## src/rtl/core/vad_pkg.sv

```systemverilog
// ----------------------------------------------------------------------------
// vad_pkg: shared types and constants for the vector angle unit
// Fixed-point formats, CORDIC arctangent table and the stage payload struct.
// ----------------------------------------------------------------------------
package vad_pkg;

  // Coordinate width and CORDIC iteration count
  localparam int COORD_BITS   = 16;
  localparam int ANGLE_STAGES = 24;
  localparam int TABLE_LEN    = 32;
  localparam int NSTAGE       = (ANGLE_STAGES < TABLE_LEN) ? ANGLE_STAGES : TABLE_LEN;

  // Datapath widths
  localparam int DATA_W     = 64;
  localparam int GUARD      = 60 - COORD_BITS;
  localparam int Z_W        = 32;
  localparam int ANGLE_FRAC = 24;
  localparam int FULL_W     = 34;
  localparam int DEGI_W     = FULL_W - ANGLE_FRAC;
  localparam int DEG_W      = 9;

  // Angle constants, degrees with ANGLE_FRAC fractional bits
  localparam logic [Z_W-1:0]    DEG45_Z   = Z_W'(64'd45 << ANGLE_FRAC);
  localparam logic [FULL_W-1:0] DEG90_F   = FULL_W'(64'd90 << ANGLE_FRAC);
  localparam logic [FULL_W-1:0] DEG180_F  = FULL_W'(64'd180 << ANGLE_FRAC);
  localparam logic [FULL_W-1:0] DEG360_F  = FULL_W'(64'd360 << ANGLE_FRAC);
  localparam logic [DEGI_W-1:0] DEG_WRAP  = DEGI_W'(360);

  // atan(2^-i) in degrees, rounded to the nearest unit
  localparam logic [Z_W-1:0] ATAN_TAB [TABLE_LEN] = '{
    32'd754974720, 32'd445687602, 32'd235489088, 32'd119537938, 32'd60000934,
    32'd30029717,  32'd15018523,  32'd7509720,   32'd3754917,   32'd1877466,
    32'd938734,    32'd469367,    32'd234684,    32'd117342,    32'd58671,
    32'd29335,     32'd14668,     32'd7334,      32'd3667,      32'd1833,
    32'd917,       32'd458,       32'd229,       32'd115,       32'd57,
    32'd29,        32'd14,        32'd7,         32'd4,         32'd2,
    32'd1,         32'd0
  };

  // How the octant angle is obtained
  typedef enum logic [1:0] {
    KIND_AXIS   = 2'd0,
    KIND_DIAG   = 2'd1,
    KIND_CORDIC = 2'd2
  } kind_e;

  // Payload carried down the pipeline
  typedef struct packed {
    logic signed [DATA_W-1:0] x;
    logic signed [DATA_W-1:0] y;
    logic        [Z_W-1:0]    z;
    logic                     dx_neg;
    logic                     dy_neg;
    logic                     swapped;
    kind_e                    kind;
  } stage_t;

endpackage

```

## src/rtl/core/vad_back.sv

```systemverilog
// ----------------------------------------------------------------------------
// vad_back: octant unfold and truncation to whole degrees
// Picks or clamps the octant angle, maps it to the full circle and wraps 360 to 0.
// ----------------------------------------------------------------------------
module vad_back (
  input  logic                      clk_i,
  input  logic                      rst_ni,
  input  logic                      en_i,
  input  logic                      valid_i,
  input  vad_pkg::stage_t           stage_i,
  output logic                      valid_o,
  output logic [vad_pkg::DEG_W-1:0] deg_o
);
  import vad_pkg::*;

  logic [Z_W-1:0]    z_oct;
  logic [FULL_W-1:0] a_quad, full;
  logic [DEGI_W-1:0] deg_int;
  logic [DEG_W-1:0]  deg_d, deg_q;
  logic              valid_q;

  // Pick and clamp the octant angle
  always_comb begin
    case (stage_i.kind)
      KIND_AXIS: z_oct = '0;
      KIND_DIAG: z_oct = DEG45_Z;
      default: begin
        if ($signed(stage_i.z) < 0) begin
          z_oct = '0;
        end else if ($signed(stage_i.z) > $signed(DEG45_Z)) begin
          z_oct = DEG45_Z;
        end else begin
          z_oct = stage_i.z;
        end
      end
    endcase
  end

  // Unfold to the full circle and truncate
  always_comb begin
    a_quad = stage_i.swapped ? DEG90_F - FULL_W'(z_oct) : FULL_W'(z_oct);
    if (!stage_i.dy_neg) begin
      full = stage_i.dx_neg ? DEG180_F - a_quad : a_quad;
    end else begin
      full = stage_i.dx_neg ? DEG180_F + a_quad : DEG360_F - a_quad;
    end
    deg_int = full[FULL_W-1:ANGLE_FRAC];
    deg_d   = (deg_int >= DEG_WRAP) ? '0 : deg_int[DEG_W-1:0];
  end

  // Advance valid bit
  always_ff @(posedge clk_i or negedge rst_ni) begin
    if (!rst_ni) begin
      valid_q <= 1'b0;
    end else if (en_i) begin
      valid_q <= valid_i;
    end
  end

  // Advance result
  always_ff @(posedge clk_i) begin
    if (en_i) begin
      deg_q <= deg_d;
    end
  end

  assign valid_o = valid_q;
  assign deg_o   = deg_q;

`ifndef ASSERT_OFF
  // Axis directions come out exact
  a_axis_exact: assert property (@(posedge clk_i) disable iff (!rst_ni)
    (en_i && valid_i && stage_i.kind == KIND_AXIS) |=>
      (deg_q == DEG_W'(0) || deg_q == DEG_W'(90) ||
       deg_q == DEG_W'(180) || deg_q == DEG_W'(270)))
    else $error("axis direction not a multiple of 90");

  // Diagonal directions come out exact
  a_diag_exact: assert property (@(posedge clk_i) disable iff (!rst_ni)
    (en_i && valid_i && stage_i.kind == KIND_DIAG) |=>
      (deg_q == DEG_W'(45) || deg_q == DEG_W'(135) ||
       deg_q == DEG_W'(225) || deg_q == DEG_W'(315)))
    else $error("diagonal direction not an odd multiple of 45");
`endif

endmodule

```

## config.mk

```make
export PLATFORM = sky130hd
export DESIGN_NAME = vad_back
export DESIGN_NICKNAME = d
export VERILOG_FILES = /design/src/rtl/core/vad_pkg.sv /design/src/rtl/core/vad_back.sv
export SDC_FILE = /design/constraint.sdc
export NUM_CORES = 1
export LEC_CHECK = 0
export ABC_AREA = 1
export BUFFER_PORTS_ARGS = -buffer_cell sky130_fd_sc_hd__buf_2
export CORE_ASPECT_RATIO = 0.5
export CORE_MARGIN = 2
export CORE_UTILIZATION = 48
export DETAILED_ROUTE_END_ITERATION = 16
export GPL_TIMING_DRIVEN = 0
export PLACE_DENSITY_LB_ADDON = 0.05
export SLEW_MARGIN = 20
export SYNTH_ARGS = -nofsm -noshare
export SYNTH_HDL_FRONTEND = slang
export SYNTH_SLANG_ARGS = --single-unit
```

## constraint.sdc

```tcl
create_clock -name clk_i -period 2 [get_ports clk_i]
set_input_delay 0.6 -clock clk_i [delete_from_list [all_inputs] [get_ports clk_i]]
set_output_delay 0.6 -clock clk_i [all_outputs]
set_load 0.05 [all_outputs]
```

-- Word level (Yosys, flattened, before mapping)
Index checks and enable logic that the tools add are counted.
W data, S select, Z words.
- memories kept: 0
- bits in read-only memories: 0
- bits in writable memories: 0
- output and inout port bits: 10
- register bits: 10
- latch bits: 0
- logic and storage cells: 18
- input port bits: 169
- equality and inequality tests: 1
- $add $sub $neg: 4
- divide/modulo/power cells: 0
- multiply operators: 0
- order comparisons: 3
- reductions and logical operators: 1
- shift operators: 0
- bitwise logic cells: 0
- multiplexer cells: 7
- operator list (kind ; count):
    $mux W34 ; 4
    $mux W32 ; 2
    $pmux W32 S2 ; 1
    $add A32 B34 Y34 const A ; 1
    $sub A32 B34 Y34 const A ; 1
    $sub A33 B34 Y34 const A ; 1
    $sub A31 B32 Y33 const A ; 1
    $gt A32 B31 Y1 const B ; 1
    $lt A32 B1 Y1 const B ; 1
    $ge A10 B9 Y1 const B ; 1
    $eq A2 B1 Y1 const B ; 1
    $logic_not A2 Y1 ; 1

-- Longest topological paths before layout
- word-level depth: 10
- depth in mapped cells: 29
- depth with buffers taken out: 28

-- Least setup slack after synthesis
Ideal clock, no wire load.
- path type: input to register
- start point: input stage_i[14] (netlist name)
- end point: register deg_q[3] (netlist: deg_o[3]) (data pin)
- path slack: -1.299 ns
- required time: 1.744 ns
- cell stages on the path: 25
- path buffers: 1
- arrival: 3.043 ns
- library setup time: 0.256 ns
- cell sequence: inv_1 -> nand2_1 -> nor2_1 -> nand2_1 -> nor2_1 -> nand2_1 -> nand2_4 -> buf_6 -> nand2_1 -> ha_1 -> nor2_1 -> xor2_1 -> nand2_1 -> nor2_1 -> nand3_1 -> nor2_1 -> nand4_1 -> nor2_4 -> nand2_2 -> o21bai_2 -> nand4_1 -> nand2_1 -> nand2_1 -> nor2_2 -> nor2_1
- cells in the longest elaborated chain, start to end: 10
- elaborated cells between the ends (all ways): 14
- those cells by class: add/sub (4); order compare (3); mux (7)
- ends and longest elaborated chain (element ; RTL line ; RTL):
    start, declared ; vad_back.sv:10 ; input vad_pkg::stage_t stage_i,
    $gt A32 B31 Y1 ; vad_back.sv:30 ; end else if ($signed(stage_i.z) > $signed(DEG45_Z)) begin
    $mux W32 ; vad_back.sv:30 ;
    $mux W32 * ; vad_back.sv:28 ; if ($signed(stage_i.z) < 0) begin
    $pmux W32 S2 * ; vad_back.sv:24 ; case (stage_i.kind)
    $sub A31 B32 Y33 ; vad_back.sv:41 ; a_quad = stage_i.swapped ? DEG90_F - FULL_W'(z_oct) : FULL_W'(z_oct);
    $mux W34 * ; vad_back.sv:41 ;
    $sub A32 B34 Y34, or another cell as far along ; vad_back.sv:43 ; full = stage_i.dx_neg ? DEG180_F - a_quad : a_quad;
    $mux W34 (on tied branches) ; vad_back.sv:43, vad_back.sv:45 ;
    $mux W34 * ; vad_back.sv:42 ; if (!stage_i.dy_neg) begin
    $ge A10 B9 Y1 ; vad_back.sv:48 ; deg_d = (deg_int >= DEG_WRAP) ? '0 : deg_int[DEG_W-1:0];
    end signal, assigned ; vad_back.sv:63 ; deg_q <= deg_d;
    end, declared ; vad_back.sv:19 ; logic [DEG_W-1:0] deg_d, deg_q;
Every way passes the cells marked *; elsewhere a longest branch is shown, timed or not.
A chain may end at the register's enable or synchronous reset.

-- Worst setup path after layout
- start point: input stage_i[31] (netlist name)
- end point: register deg_q[5] (netlist: deg_o[5]) (data pin)
Same word-level chain as after synthesis.

==> flow_summary.ini <==
[status]
status = finished, violations left
violations = setup timing

[synthesis]
yosysTopAreaCellShare_pct = 26.9
ys_async_sr_fraction_pct = 10.0
synth_area_leaders = nand2_1 27%, nor2_1 12%, edfxtp_1 9.5%
ys_seq_area_share_pct = 10.4
synth_cells = 554
ys_warn_count = 0
netlist_area_mm2 = 0.00284
synth_flop_cell = edfxtp_1
syn_area_per_cell_um2 = 5.12
yosysTopAreaCell = nand2_1
yosys_register_bits = 10
ys_types = 38
synth_edf_count = 9
synth_nets = 724

[clocking]
clk_latency_ns = 0.23
numCtsBuffers = 3
ctsRootBufferMaster = clkbuf_16
ctsLongestPathBuffers = 2
cts.sinks = 10
clkTransAtPathRegs_ns = 0.04
cts_tree = done
h-tree-depth = 1
ctsHoldBuffers = 0

[placement]
io_buffers = 47
place_congestion = 0.883
place_hpwl_um = 6350
place_area_mm2 = 0.00326

[timing]
drv_slew = 0
clock-skew-final_ns = 0
hold_violations = 0
finalCriticalPeriod_ns = 3.46
finalSetupTns_ns = -11.02
slew-limit-headroom_pct = 62.8
worst_pin_slew_ns = 0.558
rsz0062_at_grt = yes
setup_viol = 9
fmax_mhz = 289
setup_slack_ns = -1.46
fin_crit_sh_pct = 173

[final_layout]
areaGrowthSynthToFinish_pct = 32.8
stdcell_area_mm2 = 0.00377
final_nets = 792
diodes = 0
final_common_cell = nand2_1
fin_util_pct = 67.4
layout_common_cells = 183 x nand2_1, 74 x nor2_1, 42 x inv_1
drive_gt1_share_pct = 34.0

[power_and_ir_drop]
internal_power_uw = 894
vdd_drop_max_uv = 765
switching_share_pct = 47.1
clkPwrFrac_pct = 21.0
pwr-share-comb_pct = 63.1
p_leak_nw = 2.06
power.density_mw_per_mm2 = 449
seqPwrFrac_pct = 15.9
p_switching_uw = 797
total_power_mw = 1.69

[global_routing]
track_usage_pct = 24.9
antenna_found_initial = 0
grt_max_degree = 11
grt_pass1_vias = 3207
grt_overflow = 0
grt_pass1_wl_um = 13500

[floorplanning]
ios = 179
die_w_um = 113
core_area_mm2 = 0.00559
die_area_mm2 = 0.00657
start_util_pct = 50.8
fp.dieH_um = 58.3
row_count = 19

[worst_setup_path]
cp_cell_sequence = buf_2 > nand2_1 > a21oi_2 > nor2_1 > nor2_4 > nand2_4 > buf_8 > nand2_4 > ha_4 > nand2_4 > nor2_4 > nand2_1 > nand3_1 > nand2_1 > nor2_2 > nand4_1 > nor2_4 > nand2_4 > o21ai_2 > nand2_1 > nand2_1 > nand4_1 > nor2_4 > nor2_1
crit_path_top_delay_cell = nor2_4
rr_worst_depth = 1
slowest_delay_ns = 0.24
critPathBufInv = 2
start_kind = primary input
critPathMaxFanout = 7
crit_family = simple AND/OR/NAND/NOR gates
end_kind = flop
path_common_cell = nand2_1
path_depth = 24
required_ns = 1.99
critical_path_class = in -> reg
arrival_ns = 3.45

[routing]
drt-wirelength-per-cell_um = 11.5
dr_wl_met3_um = 373
met2_length_um = 3610
drt-initial-drc-count = 232
top_layer_used = met4
drc = 0
wirelength_um = 7980
wl_met1_um = 3810
ant_nets = 0
drt_pass1_iterations = 4
avgViaCountPerCell = 5.06
dr_total_vias = 3511

[job]
maxCapViolCount = 0

[hold_path]
hold_class = in -> async
[cell usage after synthesis, types with 2 or more instances]
cell type and number:
nand2_1 203, nor2_2 9, inv_1 66, nand3_2 4, o2111ai_1 2, nand2_4 2, buf_4 3, edfxtp_1 9
o21ai_1 10, nand4_1 13, nor3_1 7, nand3b_1 4, nor2_4 5, inv_2 10, clkbuf_1 5, xor2_1 4
o21ai_2 7, a21oi_1 6, o21ai_0 12, o21bai_1 4, nand3_1 45, nor2_1 90, buf_2 4, buf_6 2
nand2_2 14, o21bai_2 2
[per-layer routing]
layer  vias to the layer above  track usage, %
met2                        83            44.9
met5                         -               0
li1                       1877               -
met4                         0            7.84
met3                        17            1.34
met1                      1534            32.8
[timing repair]
item	4_1_cts	5_1_grt
resized for setup	27	58
setup buffers	9	7
endpoints found under the setup margin	9	9
pin swaps	24	43
[cells by family after synthesis]
logic type,after synthesis,share of synthesized area (%)
and+or+nand+nor,399,62.4
buffers and inverters,93,14.2
muxes,1,0.397
DFF,10,10.4
AOI/OAI and AO/OA,46,10.9
adders and majority gates,1,0.441
xor gates and xnor gates,4,1.24
[worst paths after layout]
kind | from | slack [ns] | end
worst min register to register | valid_o | 0.50 | valid_o
worst max register to register | valid_o | 1.27 | valid_o
max in group asynchronous | rst_ni | 1.78 | valid_o
worst min-delay path | rst_ni | 0.13 | valid_o
min in group clk_i | valid_o | 0.50 | valid_o
worst max-delay path | stage_i[31] | -1.46 | deg_o[5]
[flip-flops by register name, indices dropped and copies added (netlist names)]
name	count
deg_o	9
valid_o	1
[through the flow]
step	instances	hold slack [ns]	worst slack (ns)
after floorplan	554	0.304	-1.23
after global placement	674	0.375	-1.89
after detailed placement	674	0.376	-1.89
after CTS	687	0.130	-1.39
after global routing	694	0.136	-1.73
final	694	0.132	-1.46
[layout make-up]
class	instances	area [um^2]
buffer	16	115
clock buffer	3	75.1
clock inverter	1	3.75
fill	556	1820
inverter	77	340
multi-input combinational	451	2430
sequential	10	295
tap	73	91.3
timing repair buffer	63	414
[power groups by stage]
stage | Sequential (mW) | Clock (mW) | Combinational (mW)
finish | 0.270 | 0.355 | 1.07
floorplan | 0.370 | 0 | 0.626
detailed placement | 0.273 | 0 | 0.923
global placement | 0.273 | 0 | 0.916
CTS | 0.270 | 0.354 | 0.978
global route | 0.272 | 0.362 | 1.18
No activity file was read; power rests on OpenSTA's default activity.
