**src/rtl/core/vad_pkg.sv**
```systemverilog
// ----------------------------------------------------------------------------
// vad_pkg: shared types and constants for the vector angle unit
// Fixed-point formats, CORDIC arctangent table and the stage payload struct.
// ----------------------------------------------------------------------------
package vad_pkg;

  // Coordinate width and CORDIC iteration count
  localparam int COORD_BITS   = 16;
  localparam int ANGLE_STAGES = 24;
  localparam int TABLE_LEN    = 32;
  localparam int NSTAGE       = (ANGLE_STAGES < TABLE_LEN) ? ANGLE_STAGES : TABLE_LEN;

  // Datapath widths
  localparam int DATA_W     = 64;
  localparam int GUARD      = 60 - COORD_BITS;
  localparam int Z_W        = 32;
  localparam int ANGLE_FRAC = 24;
  localparam int FULL_W     = 34;
  localparam int DEGI_W     = FULL_W - ANGLE_FRAC;
  localparam int DEG_W      = 9;

  // Angle constants, degrees with ANGLE_FRAC fractional bits
  localparam logic [Z_W-1:0]    DEG45_Z   = Z_W'(64'd45 << ANGLE_FRAC);
  localparam logic [FULL_W-1:0] DEG90_F   = FULL_W'(64'd90 << ANGLE_FRAC);
  localparam logic [FULL_W-1:0] DEG180_F  = FULL_W'(64'd180 << ANGLE_FRAC);
  localparam logic [FULL_W-1:0] DEG360_F  = FULL_W'(64'd360 << ANGLE_FRAC);
  localparam logic [DEGI_W-1:0] DEG_WRAP  = DEGI_W'(360);

  // atan(2^-i) in degrees, rounded to the nearest unit
  localparam logic [Z_W-1:0] ATAN_TAB [TABLE_LEN] = '{
    32'd754974720, 32'd445687602, 32'd235489088, 32'd119537938, 32'd60000934,
    32'd30029717,  32'd15018523,  32'd7509720,   32'd3754917,   32'd1877466,
    32'd938734,    32'd469367,    32'd234684,    32'd117342,    32'd58671,
    32'd29335,     32'd14668,     32'd7334,      32'd3667,      32'd1833,
    32'd917,       32'd458,       32'd229,       32'd115,       32'd57,
    32'd29,        32'd14,        32'd7,         32'd4,         32'd2,
    32'd1,         32'd0
  };

  // How the octant angle is obtained
  typedef enum logic [1:0] {
    KIND_AXIS   = 2'd0,
    KIND_DIAG   = 2'd1,
    KIND_CORDIC = 2'd2
  } kind_e;

  // Payload carried down the pipeline
  typedef struct packed {
    logic signed [DATA_W-1:0] x;
    logic signed [DATA_W-1:0] y;
    logic        [Z_W-1:0]    z;
    logic                     dx_neg;
    logic                     dy_neg;
    logic                     swapped;
    kind_e                    kind;
  } stage_t;

endpackage

```
**src/rtl/core/vad_out_buf.sv**
```systemverilog
// ----------------------------------------------------------------------------
// vad_out_buf: output register with skid stage
// Holds results for a stalled receiver and stalls the pipeline when full.
// ----------------------------------------------------------------------------
module vad_out_buf (
  input  logic                      clk_i,
  input  logic                      rst_ni,
  input  logic                      valid_i,
  input  logic [vad_pkg::DEG_W-1:0] deg_i,
  output logic                      en_o,
  output logic                      out_valid_o,
  input  logic                      out_ready_i,
  output logic [vad_pkg::DEG_W-1:0] deg_o
);
  import vad_pkg::*;

  logic             out_valid_q, out_valid_d;
  logic             skid_valid_q, skid_valid_d;
  logic [DEG_W-1:0] out_q, out_d, skid_q, skid_d;

  // Pipeline moves whenever the skid stage is empty
  assign en_o = !skid_valid_q;

  // Next state of output and skid registers
  always_comb begin
    out_valid_d  = out_valid_q;
    out_d        = out_q;
    skid_valid_d = skid_valid_q;
    skid_d       = skid_q;
    if (skid_valid_q) begin
      if (out_ready_i) begin
        out_d        = skid_q;
        skid_valid_d = 1'b0;
      end
    end else if (!out_valid_q || out_ready_i) begin
      out_valid_d = valid_i;
      out_d       = deg_i;
    end else if (valid_i) begin
      skid_valid_d = 1'b1;
      skid_d       = deg_i;
    end
  end

  // Hold valid flags
  always_ff @(posedge clk_i or negedge rst_ni) begin
    if (!rst_ni) begin
      out_valid_q  <= 1'b0;
      skid_valid_q <= 1'b0;
    end else begin
      out_valid_q  <= out_valid_d;
      skid_valid_q <= skid_valid_d;
    end
  end

  // Hold payloads
  always_ff @(posedge clk_i) begin
    out_q  <= out_d;
    skid_q <= skid_d;
  end

  assign out_valid_o = out_valid_q;
  assign deg_o       = out_q;

`ifndef ASSERT_OFF
  // Skid only holds a transaction behind a waiting output
  a_skid_behind_out: assert property (@(posedge clk_i) disable iff (!rst_ni)
    skid_valid_q |-> out_valid_q)
    else $error("skid stage full with output register empty");

  // Skid fills only when the output was stalled
  a_skid_fill: assert property (@(posedge clk_i) disable iff (!rst_ni)
    $rose(skid_valid_q) |-> $past(out_valid_q && !out_ready_i))
    else $error("skid stage filled without a stall");
`endif

endmodule

```
**config.mk**
```make
export PLATFORM = sky130hd
export DESIGN_NAME = vad_out_buf
export DESIGN_NICKNAME = d
export VERILOG_FILES = /design/src/rtl/core/vad_pkg.sv /design/src/rtl/core/vad_out_buf.sv
export SDC_FILE = /design/constraint.sdc
export NUM_CORES = 1
export LEC_CHECK = 0
export ABC_AREA = 1
export BUFFER_PORTS_ARGS = -buffer_cell sky130_fd_sc_hd__buf_4
export CORE_UTILIZATION = 45
export DETAILED_ROUTE_END_ITERATION = 12
export PLACE_DENSITY = 0.83
export SYNTH_ARGS = -nofsm -noshare
export SYNTH_HDL_FRONTEND = slang
export SYNTH_SLANG_ARGS = --single-unit
export TNS_END_PERCENT = 30
```
**constraint.sdc**
```tcl
create_clock -name clk_i -period 2.8 [get_ports clk_i]
set_input_delay 0.28 -clock clk_i [delete_from_list [all_inputs] [get_ports clk_i]]
set_output_delay 0.28 -clock clk_i [all_outputs]
set_load 0.02 [all_outputs]
```
After elaboration in Yosys (flattened, before gate mapping) --
Cells that the tools add are included.
Storage, ports and cells: logic and storage cells 21, memory bits (read-only) 0, bits of input ports 13, memories kept 0, register bits after elaboration 20, RAM bits 0, output and inout port bits 11, bits in latches 0
Operators by class: equality and inequality tests 1, shift operators 0, $mul 0, bitwise gates (word level) 2, divide/modulo/power cells 0, add/subtract/negate cells 0, $lt $le $gt $ge 0, reduce and logical (&&, ||, !) cells 7, muxes and demuxes 7
Operator list (number):
- $mux W9 | 3
- $mux W1 | 4
- $reduce_and A2 Y1 | 2
- $reduce_and A3 Y1 | 1
- $logic_not A1 Y1 | 2
- $ne A2 B2 Y1 const B | 1
- $not A1 Y1 | 2
- $reduce_bool A2 Y1 | 1
- $logic_or A1 B1 Y1 | 1

Depth between registers and ports, before layout --
depth in word-level cells 4, mapped depth 4, mapped depth without buffers 4

Worst setup path after synthesis --
OpenSTA, ideal clock, no wires.
path type reg2reg, start point register out_valid_q, in the netlist out_valid_o, end point register out_q[0], in the netlist deg_o[0] (enable), library setup time 0.387 ns, clock period less this slack 1.576 ns, cell stages (with the launch flop) 2, buffers on the path 0, data required time 2.413 ns, arrival time 1.188 ns, setup slack 1.224 ns, path through dfrtp_1 o21ai_0
Between the ends: cells in the longest elaborated chain, start to end 4
RTL lines:
- start: declaration | line vad_out_buf.sv:17 | logic out_valid_q, out_valid_d;
- start signal: assignment | line vad_out_buf.sv:50 | out_valid_q <= out_valid_d;
- $logic_not A1 Y1 | line vad_out_buf.sv:35 | end else if (!out_valid_q || out_ready_i) begin
- $logic_or A1 B1 Y1 | line vad_out_buf.sv:35
- $reduce_bool A2 Y1 (no line)
- $reduce_and A2 Y1 (no line)
- end signal: assignment | line vad_out_buf.sv:57 | out_q <= out_d;
- end: declaration | line vad_out_buf.sv:19 | logic [DEG_W-1:0] out_q, out_d, skid_q, skid_d;
No other way between the ends. A chain may end at the register's enable or synchronous reset.

Worst setup path in the final report --
start point register skid_valid_q, end point output port en_o
Between the ends: cells in the longest elaborated chain, start to end 1
RTL lines:
- start: declaration | line vad_out_buf.sv:18 | logic skid_valid_q, skid_valid_d;
- start signal: assignment | line vad_out_buf.sv:51 | skid_valid_q <= skid_valid_d;
- $logic_not A1 Y1 | line vad_out_buf.sv:22 | assign en_o = !skid_valid_q;
- end: declaration | line vad_out_buf.sv:10 | output logic en_o,
No other way between the ends.

==> impl_table.tex <==
\begin{tabular}{lr}
\hline
Metric & Value \\
\hline
\multicolumn{2}{l}{\textbf{CTS}} \\
\quad Clock transition at path regs & 0.10 ns \\
\quad Number of buffers created by CTS & 3 \\
\quad H-tree Lvls & 1 \\
\quad Buffer depth of the longest clock path & 2 \\
\quad Root buffer cell & sky130\_fd\_sc\_hd\_\_clkbuf\_4 \\
\quad Post-CTS Repair Setup Buffers & 0 \\
\quad Insertion delay to the later sink of the worst-skew pair & 0.30 ns \\
\quad CTS Sinks & 20 \\
\quad TritonCTS clock tree & built \\
\multicolumn{2}{l}{\textbf{Critical path}} \\
\quad Flop-to-flop setup slack & 1.29 ns \\
\quad Source of the worst register-to-register timing path & skid\_valid\_q \\
\quad Worst Path Max Fanout & 13 \\
\quad CP Data Arrival Time & 1.29 ns \\
\quad CP Capture Type & primary output \\
\quad Category of the worst setup path launch point & flop \\
\quad Depth of the worst register-to-register path & 1 \\
\quad Critical path type & flop to primary output \\
\quad Data required time of the worst path & 2.52 ns \\
\quad Crit Reg-Reg Endpoint & skid\_q[2] \\
\quad Launch point of the critical path & skid\_valid\_q \\
\multicolumn{2}{l}{\textbf{Global routing}} \\
\quad Maximum number of pins on one net before global-route repair & 14 \\
\quad Overflow left after global routing & 0 \\
\quad Number of antenna violations at the first check in global routing & 0 \\
\quad First-pass GRT wire length & 2120 um \\
\quad All-Layer GR Usage & 16.4\% \\
\quad Number of global-route vias before repair & 521 \\
\multicolumn{2}{l}{\textbf{Routing}} \\
\quad Post-detailed-route via-to-cell ratio & 4.92 \\
\quad Remaining routing DRC violations & 0 \\
\quad Total routed wirelength & 1260 um \\
\quad Routed wire length per instance & 12.2 um \\
\quad Via count & 507 \\
\quad Initial DRC count & 5 \\
\quad Number of nets with antenna violations after detailed routing & 0 \\
\quad Initial DRT Pass Iterations & 4 \\
\multicolumn{2}{l}{\textbf{Logic synthesis}} \\
\quad Top cells by area, synth & sky130\_fd\_sc\_hd\_\_edfxtp\_1 72\%, sky130\_fd\_sc\_hd\_\_nand2\_1 16\%, sky130\_fd\_sc\_hd\_\_dfrtp\_1 6.6\% \\
\quad Average size of a mapped cell & 12.6 sq um \\
\quad Synthesized flop and latch total & 20 \\
\quad Sequential-to-total area share from yosys stat & 78.3\% \\
\quad Mapped cell area & 754 sq um \\
\quad Net count after synthesis & 73 \\
\quad Synth cell types & 10 \\
\quad Count of yosys warnings during synthesis & 0 \\
\quad Largest area contributor in the netlist & sky130\_fd\_sc\_hd\_\_edfxtp\_1 \\
\quad Cells after synthesis & 60 \\
\quad Fraction of post-synthesis cell area in the top cell type by area & 71.6\% \\
\multicolumn{2}{l}{\textbf{Cells and area}} \\
\quad Multi-input combinational cell area & 138 sq um \\
\quad Net count reported at finish & 101 \\
\quad Area added between synthesis and finish & 28.9\% \\
\quad Commonest non-fill, non-tap cell in the layout & sky130\_fd\_sc\_hd\_\_nand2\_1 \\
\quad Fraction of final layout cells sized beyond drive strength 1 & 32.2\% \\
\quad Sequential cell area & 591 sq um \\
\quad Commonest cells after routing, fill and taps aside & 33 x sky130\_fd\_sc\_hd\_\_nand2\_1, 24 x sky130\_fd\_sc\_hd\_\_buf\_4, 18 x sky130\_fd\_sc\_hd\_\_edfxtp\_1, 3 x sky130\_fd\_sc\_hd\_\_clkbuf\_4, 2 x sky130\_fd\_sc\_hd\_\_dfrtp\_1 \\
\quad Filler cells & 126 \\
\quad Antenna cells & 0 \\
\quad Post-layout instance area & 972 sq um \\
\multicolumn{2}{l}{\textbf{Timing}} \\
\quad Total of endpoints with negative setup slack in the final report & 0 \\
\quad Final Hold Viols & 0 \\
\quad RSZ-0062 raised after global routing & no \\
\quad Total negative setup slack & 0 ns \\
\quad Achievable clock frequency & 0.636 GHz \\
\quad Slew Limit Fails & 0 \\
\quad Worst clock skew on the final layout & 0.00402 ns \\
\quad Transition at the pin with the smallest max-transition slack & 0.695 ns \\
\quad Share of the clock period used by the worst path after layout & 56.2\% \\
\quad Worst max-slew margin expressed relative to the limit & 53.5\% \\
\quad Shortest period the worst path allows & 1.57 ns \\
\multicolumn{2}{l}{\textbf{Power and ir drop}} \\
\quad Leakage power figure & 0.000443 uW \\
\quad Power density normalized to cell area & 663 nW/um\^{}2 \\
\quad Maximum VDD drop & 328 uV \\
\multicolumn{2}{l}{\textbf{Place}} \\
\quad Hpwl dp & 916 um \\
\quad Placement Cell Area & 936 sq um \\
\quad Weighted congestion reported at the end of routability-driven placement & 0.689 \\
\quad \# port buffers & 23 \\
\multicolumn{2}{l}{\textbf{Floorplanning}} \\
\quad Die Area & 1840 sq um \\
\quad Effective utilization at floorplan & 48.9\% \\
\quad Die boundary width & 42.9 um \\
\quad FP Rows & 14 \\
\quad Count of pins on the block boundary & 24 \\
\quad Die H & 42.9 um \\
\quad Core Region & 1540 sq um \\
\multicolumn{2}{l}{\textbf{Min path}} \\
\quad Worst Hold Endpoint & skid\_q[5] \\
\quad Source of the worst hold timing path & deg\_i[5] \\
\quad Min-delay worst type & primary input to flop \\
\quad Hold Path Cell Cnt & 1 \\
\multicolumn{2}{l}{\textbf{Run}} \\
\quad Maximum Capacitance Violations & 0 \\
\multicolumn{2}{l}{\textbf{Outcome}} \\
\quad Result of the run & finished clean \\
\hline
\end{tabular}
[area by class of cell]
| type | count | area share [%] |
|---|---|---|
| Sequential cell | 20 | 60.7 |
| Tap cell | 16 | 2.06 |
| Clock buffer | 4 | 2.70 |
| Inverter | 2 | 0.772 |
| Timing Repair Buffer | 25 | 19.6 |
| Multi-Input combinational cell | 36 | 14.2 |
[worst max-delay path by stage]
stage	end	slack, ns	cells after the start
CTS	en_o	1.23	2
global route	en_o	1.12	2
global placement	skid_q[7]	1.36	1
floorplan	deg_o[0]	1.22	1
detailed placement	skid_q[8]	1.28	4
finish	en_o	1.23	2
[power by group]
part           leakage (uW)  total (uW)  internal (uW)  switching, uW
Clock             0.0000150         137           55.5           81.7
Combinational      0.000230         127           53.6           73.7
Sequential         0.000198         380            365           15.6
Total              0.000443         645            474            171
[registers in the layout, indices dropped and copies added (netlist names)]
name	cells
deg_o	9
skid_q	9
out_valid_o	1
skid_valid_q	1
[stage by stage]
| step | utilization [%] | power [uW] | hold slack, ns | setup slack (ns) | std cells |
|---|---|---|---|---|---|
| after floorplan | - | 456 | -0.0156 | 1.22 | 60 |
| after global placement | 60.7 | 509 | 0.0626 | 1.36 | 98 |
| after detailed placement | 60.7 | 514 | 0.0646 | 1.28 | 98 |
| after CTS | 63.1 | 649 | 0.154 | 1.23 | 103 |
| after global routing | 63.1 | 679 | 0.138 | 1.12 | 103 |
| final | 63.1 | 645 | 0.160 | 1.23 | 103 |
[synthesized netlist by cell type]
master and instances:
sky130_fd_sc_hd__buf_6 1, sky130_fd_sc_hd__nand2_1 33, sky130_fd_sc_hd__nand3_1 1, sky130_fd_sc_hd__o21ai_0 1
sky130_fd_sc_hd__dfrtp_1 2, sky130_fd_sc_hd__inv_2 1, sky130_fd_sc_hd__buf_4 1, sky130_fd_sc_hd__inv_1 1
sky130_fd_sc_hd__nor2_1 1, sky130_fd_sc_hd__edfxtp_1 18
[kinds of logic (layout without fill, tap and decap cells)]
kind of cell,Yosys count,count (layout),share of synthesized area [%]
AO/OA/AOI/OAI,1,1,0.663
buffers and inverters,4,31,3.48
AND/OR/NAND/NOR,35,35,17.6
flip-flops,20,20,78.3
[worst max-delay path, cell delays in order (launching register included)]
cell	delay (ns)
sky130_fd_sc_hd__dfrtp_1	0.60
sky130_fd_sc_hd__inv_2	0.20
sky130_fd_sc_hd__buf_4	0.20
[routing by layer]
metal / vias to the layer above / track usage [%] / wire length (um)
met4: 0 / 9.09 / 17
met5: - / 0 / 0
met3: 2 / 5.53 / 65
met2: 17 / 29.7 / 697
li1: 252 / - / -
met1: 236 / 16.0 / 476
[what timing repair did]
| action | in CTS | in global routing |
|---|---|---|
| hold buffers | 1 | 0 |
| hold endpoints to repair | 2 | 0 |
| resized for setup | 0 | 0 |
No activity file was read; power rests on OpenSTA's default activity.
