`src/rtl/core/vad_pkg.sv`:
```
// ----------------------------------------------------------------------------
// vad_pkg: shared types and constants for the vector angle unit
// Fixed-point formats, CORDIC arctangent table and the stage payload struct.
// ----------------------------------------------------------------------------
package vad_pkg;

  // Coordinate width and CORDIC iteration count
  localparam int COORD_BITS   = 16;
  localparam int ANGLE_STAGES = 24;
  localparam int TABLE_LEN    = 32;
  localparam int NSTAGE       = (ANGLE_STAGES < TABLE_LEN) ? ANGLE_STAGES : TABLE_LEN;

  // Datapath widths
  localparam int DATA_W     = 64;
  localparam int GUARD      = 60 - COORD_BITS;
  localparam int Z_W        = 32;
  localparam int ANGLE_FRAC = 24;
  localparam int FULL_W     = 34;
  localparam int DEGI_W     = FULL_W - ANGLE_FRAC;
  localparam int DEG_W      = 9;

  // Angle constants, degrees with ANGLE_FRAC fractional bits
  localparam logic [Z_W-1:0]    DEG45_Z   = Z_W'(64'd45 << ANGLE_FRAC);
  localparam logic [FULL_W-1:0] DEG90_F   = FULL_W'(64'd90 << ANGLE_FRAC);
  localparam logic [FULL_W-1:0] DEG180_F  = FULL_W'(64'd180 << ANGLE_FRAC);
  localparam logic [FULL_W-1:0] DEG360_F  = FULL_W'(64'd360 << ANGLE_FRAC);
  localparam logic [DEGI_W-1:0] DEG_WRAP  = DEGI_W'(360);

  // atan(2^-i) in degrees, rounded to the nearest unit
  localparam logic [Z_W-1:0] ATAN_TAB [TABLE_LEN] = '{
    32'd754974720, 32'd445687602, 32'd235489088, 32'd119537938, 32'd60000934,
    32'd30029717,  32'd15018523,  32'd7509720,   32'd3754917,   32'd1877466,
    32'd938734,    32'd469367,    32'd234684,    32'd117342,    32'd58671,
    32'd29335,     32'd14668,     32'd7334,      32'd3667,      32'd1833,
    32'd917,       32'd458,       32'd229,       32'd115,       32'd57,
    32'd29,        32'd14,        32'd7,         32'd4,         32'd2,
    32'd1,         32'd0
  };

  // How the octant angle is obtained
  typedef enum logic [1:0] {
    KIND_AXIS   = 2'd0,
    KIND_DIAG   = 2'd1,
    KIND_CORDIC = 2'd2
  } kind_e;

  // Payload carried down the pipeline
  typedef struct packed {
    logic signed [DATA_W-1:0] x;
    logic signed [DATA_W-1:0] y;
    logic        [Z_W-1:0]    z;
    logic                     dx_neg;
    logic                     dy_neg;
    logic                     swapped;
    kind_e                    kind;
  } stage_t;

endpackage

```
`src/rtl/core/vad_front.sv`:
```
// ----------------------------------------------------------------------------
// vad_front: difference, magnitude and octant fold
// Forms dx/dy, folds the vector into the first octant and loads CORDIC x/y.
// ----------------------------------------------------------------------------
module vad_front (
  input  logic                          clk_i,
  input  logic                          rst_ni,
  input  logic                          en_i,
  input  logic                          valid_i,
  input  logic [vad_pkg::COORD_BITS-1:0] start_x_i,
  input  logic [vad_pkg::COORD_BITS-1:0] start_y_i,
  input  logic [vad_pkg::COORD_BITS-1:0] end_x_i,
  input  logic [vad_pkg::COORD_BITS-1:0] end_y_i,
  output logic                          valid_o,
  output vad_pkg::stage_t               stage_o
);
  import vad_pkg::*;

  logic signed [COORD_BITS:0] dx, dy;
  logic        [COORD_BITS:0] abs_x, abs_y;
  logic [COORD_BITS-1:0]      mag_x, mag_y, mag_hi, mag_lo;
  logic                       swap;
  stage_t                     stage_d, stage_q;
  logic                       valid_q;

  // Signed differences and their magnitudes
  always_comb begin
    dx    = $signed({1'b0, end_x_i}) - $signed({1'b0, start_x_i});
    dy    = $signed({1'b0, end_y_i}) - $signed({1'b0, start_y_i});
    abs_x = dx[COORD_BITS] ? -dx : dx;
    abs_y = dy[COORD_BITS] ? -dy : dy;
    mag_x = abs_x[COORD_BITS-1:0];
    mag_y = abs_y[COORD_BITS-1:0];
    swap  = mag_y > mag_x;
    mag_hi = swap ? mag_y : mag_x;
    mag_lo = swap ? mag_x : mag_y;
  end

  // Fold into the first octant and classify
  always_comb begin
    stage_d.x       = DATA_W'(mag_hi) << GUARD;
    stage_d.y       = DATA_W'(mag_lo) << GUARD;
    stage_d.z       = '0;
    stage_d.dx_neg  = dx[COORD_BITS];
    stage_d.dy_neg  = dy[COORD_BITS];
    stage_d.swapped = swap;
    if (mag_lo == '0) begin
      stage_d.kind = KIND_AXIS;
    end else if (mag_lo == mag_hi) begin
      stage_d.kind = KIND_DIAG;
    end else begin
      stage_d.kind = KIND_CORDIC;
    end
  end

  // Advance valid bit
  always_ff @(posedge clk_i or negedge rst_ni) begin
    if (!rst_ni) begin
      valid_q <= 1'b0;
    end else if (en_i) begin
      valid_q <= valid_i;
    end
  end

  // Advance payload
  always_ff @(posedge clk_i) begin
    if (en_i) begin
      stage_q <= stage_d;
    end
  end

  assign valid_o = valid_q;
  assign stage_o = stage_q;

endmodule

```
`config.mk`:
```
export PLATFORM = sky130hd
export DESIGN_NAME = vad_front
export DESIGN_NICKNAME = d
export VERILOG_FILES = /design/src/rtl/core/vad_pkg.sv /design/src/rtl/core/vad_front.sv
export SDC_FILE = /design/constraint.sdc
export NUM_CORES = 1
export LEC_CHECK = 0
export BUFFER_PORTS_ARGS = -buffer_cell sky130_fd_sc_hd__buf_4
export CORE_MARGIN = 3
export CORE_UTILIZATION = 35
export DETAILED_ROUTE_END_ITERATION = 8
export GPL_TIMING_DRIVEN = 0
export MAX_ROUTING_LAYER = met4
export PLACE_DENSITY = 0.72
export SLEW_MARGIN = 20
export SYNTH_ARGS = -nofsm -noshare
export SYNTH_HDL_FRONTEND = slang
export SYNTH_SLANG_ARGS = --single-unit
```
`constraint.sdc`:
```
create_clock -name clk_i -period 1 [get_ports clk_i]
set_input_delay 0.2 -clock clk_i [delete_from_list [all_inputs] [get_ports clk_i]]
set_output_delay 0.2 -clock clk_i [all_outputs]
set_load 0.02 [all_outputs]
```
### Word-level counts from Yosys, hierarchy flattened

Index checks and enable logic that the tools add are counted.

| storage, ports and cells | value |
|---|---|
| bits in writable memories | 0 |
| memory bits (read-only) | 0 |
| bits in registers | 38 |
| memories | 0 |
| bits in latches | 0 |

| cells by class | value |
|---|---|
| add/subtract/negate cells | 4 |
| divide/modulo/power cells | 0 |
| shifts and indexed selects | 0 |
| bitwise operators | 0 |
| multiply operators | 0 |
| multiplexer cells | 5 |
| magnitude comparators | 1 |
| eq/ne operators | 1 |
| reduce and logical (&&, ||, !) cells | 1 |

Operators with widths:

| operator | count |
|---|---|
| $mux 16 | 4 |
| $sub 16x16->17 | 2 |
| $neg 16->16 | 2 |
| $eq 16x16->1 | 1 |
| $gt 16x16->1 | 1 |
| $logic_not 16->1 | 1 |
| $mux 2 | 1 |

### Longest topological paths before layout

| logic depth | value |
|---|---|
| word-level depth | 7 |
| depth in mapped cells | 26 |

### Worst setup path before layout

No wires, ideal clock.

| timing | value |
|---|---|
| kind | input-to-reg |
| from | input port end_y_i[0] (netlist name) |
| to | register stage_q, in the netlist stage_o[90] (data pin) |
| stages on the path | 24 |
| slack | -4210 ps |
| arrival time | 4935 ps |
| cell sequence | inv_1 ha_1 fa_1 nor2b_1 o211ai_1 a211o_1 a31oi_1 a41o_1 clkbuf_1 nor2_1 xor2_1 inv_1 ha_1 and3_1 nand3_1 o21ai_0 nor2_1 maj3_2 maj3_2 a2111oi_4 o21bai_2 buf_6 buf_6 mux2i_1 |

| between the ends | value |
|---|---|
| cells in the longest elaborated chain, start to end | 5 |

Ends and longest elaborated chain:

| what | RTL line | source |
|---|---|---|
| start: declaration | vad_front.sv:13 | `input logic [vad_pkg::COORD_BITS-1:0] end_y_i,` |
| $sub 16x16->17 * | vad_front.sv:29 | `dy = $signed({1'b0, end_y_i}) - $signed({1'b0, start_y_i});` |
| $neg 16->16 | vad_front.sv:31 | `abs_y = dy[COORD_BITS] ? -dy : dy;` |
| $mux 16 * | vad_front.sv:31 |  |
| $gt 16x16->1 | vad_front.sv:34 | `swap = mag_y > mag_x;` |
| $mux 16 * | vad_front.sv:36 | `mag_lo = swap ? mag_x : mag_y;` |
| named net mag_lo[9] | vad_front.sv:21 | `logic [COORD_BITS-1:0] mag_x, mag_y, mag_hi, mag_lo;` |
| end signal: assignment | vad_front.sv:68 | `stage_q <= stage_d;` |
| end: declaration | vad_front.sv:23 | `stage_t stage_d, stage_q;` |

The timed path passes the listed nets; every way through them passes the cells marked *.
A chain may end at the register's enable or synchronous reset.

### Worst setup path after layout

| timing | value |
|---|---|
| from | input port end_y_i[0] (netlist name) |
| to | register stage_q, in the netlist stage_o[91] (data pin) |

Same word-level chain as after synthesis.

==> results by stage <==
Global routing:
- The all-layer global routing usage is roughly 16%.
- The leftover overflow at the end of global routing is 0.
- The first-pass GRT wire length is ~23000 um.
- The number of antenna violations at the first check in global routing is 0.
- Entering global routing, the biggest net connects 39 pins.
- The number of global-route vias before repair is roughly 4800.

Power and ir drop:
- The total power divided by cell area is approximately 1900 nW/um2.
- The static leakage is ~4.2 nW.
- The design draws approximately 16 mW.
- IR analysis of the VDD net gives a maximum drop of between 0.001 and 0.0015 V.

Placement:
- The HPWL after detailed placement is 11000 um.
- The number of buffers added on ports is roughly 110.
- At the end of routability-driven placement, the weighted congestion stood at 0.8390.
- Including well taps, the total number of placed cells is 1111.
- The cell area reported after detailed placement is between 7000 and 8000 um2.

Drt:
- The via count normalized by instance count is roughly 4.5.
- Dividing the detail-routed wire length by the instance count gives roughly 13 um.
- The total DRC errors in the routed layout is 0.
- The first-pass detailed-route iteration total is 5.
- The remaining antenna violation count after routing is 0.
- Wires add up to 14720 um.
- The detailed router finished its first iteration with approximately 270 violations.
- For this block, the via count after detailed routing is approximately 5300.

Critical path:
- The slowest cell on the critical path is sky130_fd_sc_hd__fa_2.
- The sort of element at the start of the critical path is a primary input.
- STA puts the critical path data arrival time at approximately 4800 ps.
- The largest fanout on the critical path is 6.
- The internal reg-to-reg setup slack is 110 ps.
- The endpoint kind of the worst setup timing path is a register.
- The number of cells on the worst reg-to-reg path is 2.
- The classification of the worst setup path is primary input to register.
- The reg-to-reg endpoint is valid_o.
- The startpoint of the worst register-to-register path is valid_o.
- The required time at the worst-slack endpoint is 1000 ps.
- In this design, the stage delay of the slowest critical-path cell is 360 ps.

Yosys:
- The combined area of all synthesized cells is approximately 5600 um2.
- After synthesis, the share of flip-flops with an asynchronous set or reset is around 2.6%.
- The synthesized design spends more area on one cell type than any other, namely sky130_fd_sc_hd__edfxtp_1.
- The average cell area after synthesis is around 8.4 um2.
- By area the synthesized netlist is led by sky130_fd_sc_hd__edfxtp_1 20%, sky130_fd_sc_hd__buf_4 17%, sky130_fd_sc_hd__ha_1 10%.
- Among all flip-flop cells after synthesis, the most frequent one is sky130_fd_sc_hd__edfxtp_1.
- Yosys mapped a number of flops with a built-in enable equal to 37.
- The number of unique standard cell types used by synthesis is 73.
- After synthesis the netlist holds a flip-flop and latch count of 38.
- Of the post-synthesis cell area, the dominant cell type holds between 10% and 20%.
- After technology mapping, the gate count stands at between 600 and 700.
- For this run, the number of Yosys warnings is 0.
- The register area share after synthesis is about a fifth.

Floorplanning:
- The initial cell density of the core is between 30% and 40%.
- The die covers between 15000 and 20000 um2.
- The floorplan die height is 132.4 um.
- The total core area is 15430 um2.
- The overall die width is 132.4 um.
- The number of rows created at floorplan is 45.
- The number of top-level pins is around 230.

Layout:
- The area of combinational cells with multiple inputs is 4165 um2.
- The top cell types in the final layout, fill and taps aside, are 235 x sky130_fd_sc_hd__buf_4, 128 x sky130_fd_sc_hd__conb_1, 53 x sky130_fd_sc_hd__inv_1.
- The most common cell after layout, fill and taps aside is sky130_fd_sc_hd__buf_4.
- For this run, the post-layout net count is around 1100.
- The count of non-filler cells in the finished layout is 1167.
- After routing the design area is approximately 8400 um2.
- The total area of sequential cells is 1136 um2.
- Compared with the post-synthesis result, the final layout area differs by 50.63%.
- Counting the fill cells in the layout gives about 1300.
- Of the cells placed in the final design, the portion with a size suffix greater than 1 is around two fifths.
- 0 antenna diodes ended up in the layout.

Min path:
- The number of cells traversed by the worst hold path is 2.
- In this run the most critical hold path is launched from valid_i.
- The worst hold-check path type is primary input to register.
- The worst hold path endpoint is valid_o.

Clock network:
- The clock sink count is 38.
- In this run the number of H-tree levels came out at 2.
- TritonCTS built the clock tree.
- The clock-pin slew reported for the worst setup and hold paths after clock tree synthesis is approximately 60 ps.
- In this run the deepest clock path goes through 2 buffers.
- CTS placed an instance of sky130_fd_sc_hd__clkbuf_16 at the clock tree root.
- The number of clock buffers inserted by TritonCTS is 5.
- The clock latency on the worst-skew pair is approximately 290 ps.

STA:
- The final-report max-slew violation count came to 0.
- Setup repair after global routing could not meet its margin everywhere.
- The setup slack after layout is -3811 ps.
- The sum of negative setup slack is -132480 ps.
- The hold violation count in the final report is 0.
- Derived from the worst setup path, the maximum achievable clock frequency is around 210 MHz.
- The time the final worst path needs with I/O delays and setup is 4811 ps.
- The post-route fraction of the period consumed by the critical path is 481.1%.
- The worst clock skew on the final layout is 0 ps.
- Setup violations remaining at the end of the flow were counted as between 60 and 70.
- The worst slew margin relative to its limit is approximately 53%.
- The slew at the pin closest to its max-slew limit is 698.5 ps.
- Across all hold checks on the routed design, the worst slack comes to ~160 ps.

Outcome:
- The run finished, with violations left.
- The final reports fail on setup timing.

Job:
- The max-cap violation count is 0.
## per-layer routing
metal,GRT usage [%],routed length [um],vias up,part of all wire (%)
met1,19.58,6103,2324,41
met4,3.580,310,0,2.1
met5,-,0,-,0
met3,4.084,1409,30,9.6
li1,-,-,2672,-
met2,25.44,6898,246,47
## worst max-delay path by stage
stage / end / from / cells past startpoint / slack (ps)
after floorplan: stage_o[90] / end_y_i[0] / 24 / -3830
final: stage_o[91] / end_y_i[0] / 27 / -3810
after global placement: stage_o[89] / end_y_i[0] / 27 / -4480
after CTS: stage_o[89] / end_y_i[0] / 27 / -3780
after detailed placement: stage_o[89] / end_y_i[0] / 27 / -4510
after global routing: stage_o[91] / end_y_i[0] / 24 / -4020
## report_power, final
part | internal (mW) | switching [mW]
combinational | 5.60 | 5.96
sequential | 2.78 | 0.376
clock | 0.987 | 0.639
## state kept, by name, indices dropped and copies added, names as in the netlist
name / flops
stage_o: 37
valid_o: 1
## Yosys cell counts, types with 3 or more instances
library cell               instances
sky130_fd_sc_hd__o31ai_1           4
sky130_fd_sc_hd__buf_6             3
sky130_fd_sc_hd__a21oi_1          29
sky130_fd_sc_hd__xnor2_1          26
sky130_fd_sc_hd__buf_2             4
sky130_fd_sc_hd__and3_1            6
sky130_fd_sc_hd__o21ai_1           3
sky130_fd_sc_hd__o211ai_1          6
sky130_fd_sc_hd__or4_1             3
sky130_fd_sc_hd__nand2b_1         11
sky130_fd_sc_hd__nor4b_1           3
sky130_fd_sc_hd__nand3_1           8
sky130_fd_sc_hd__nor2_1           42
sky130_fd_sc_hd__o21ai_0          30
sky130_fd_sc_hd__ha_1             45
sky130_fd_sc_hd__or2_2             4
sky130_fd_sc_hd__nor2b_1           6
sky130_fd_sc_hd__a31oi_1          13
sky130_fd_sc_hd__clkbuf_1          6
sky130_fd_sc_hd__nand4_1           9
sky130_fd_sc_hd__a211oi_1          6
sky130_fd_sc_hd__nor4_1            4
sky130_fd_sc_hd__a311oi_1          4
sky130_fd_sc_hd__a21o_1            8
sky130_fd_sc_hd__buf_4           130
sky130_fd_sc_hd__o21a_1            6
sky130_fd_sc_hd__nor3_1           13
sky130_fd_sc_hd__inv_1            62
sky130_fd_sc_hd__and2_1            6
sky130_fd_sc_hd__nand2_1          29
sky130_fd_sc_hd__xor2_1           23
sky130_fd_sc_hd__edfxtp_1         37
sky130_fd_sc_hd__mux2i_1          29
## repair_timing
| action | CTS | global route |
|---|---|---|
| hold endpoints to repair | 1 | 0 |
| pin swaps | 35 | 22 |
| gates cloned | 1 | 0 |
| setup endpoints to repair | 75 | 75 |
| buffers inserted | 33 | 16 |
| resized for setup | 97 | 41 |
| hold buffers | 1 | 0 |
## layout make-up
class                      count  share of cell area [%]
buffer                       141                   12.79
sequential                    38                   13.49
tap                          211                   3.135
clock inverter                 2                  0.1486
inverter                      62                   3.001
timing repair buffer         155                   16.32
clock buffer                   6                   1.649
multi-input combinational    552                   49.47
## worst max-delay path: cells and delay by family
kind,cells,cell delay [ps]
AO/OA/AOI/OAI,9,1760
AND/OR/NAND/NOR,4,270
buffers and inverters,7,800
adder cells (fa/ha/maj),5,1400
XOR/XNOR,1,200
multiplexers,1,130
## stage by stage
step	worst slack, ps	utilization [%]
after floorplan	-3832	-
after global placement	-4478	47.14
after detailed placement	-4514	47.14
after CTS	-3781	52.81
after global routing	-4018	54.58
final	-3811	54.58
## logic make-up after synthesis
group                      after synthesis  share of synthesized area (%)
buffers and inverters                  205                          22.99
AOI/OAI and AO/OA                      139                          17.03
xor gates and xnor gates                51                          8.371
and+or+nand+nor                        154                          14.46
DFF                                     38                          20.32
adders and majority gates               50                          11.37
muxes                                   30                          5.394
other                                    1                        0.06708
(Power assumes the default switching activity.)
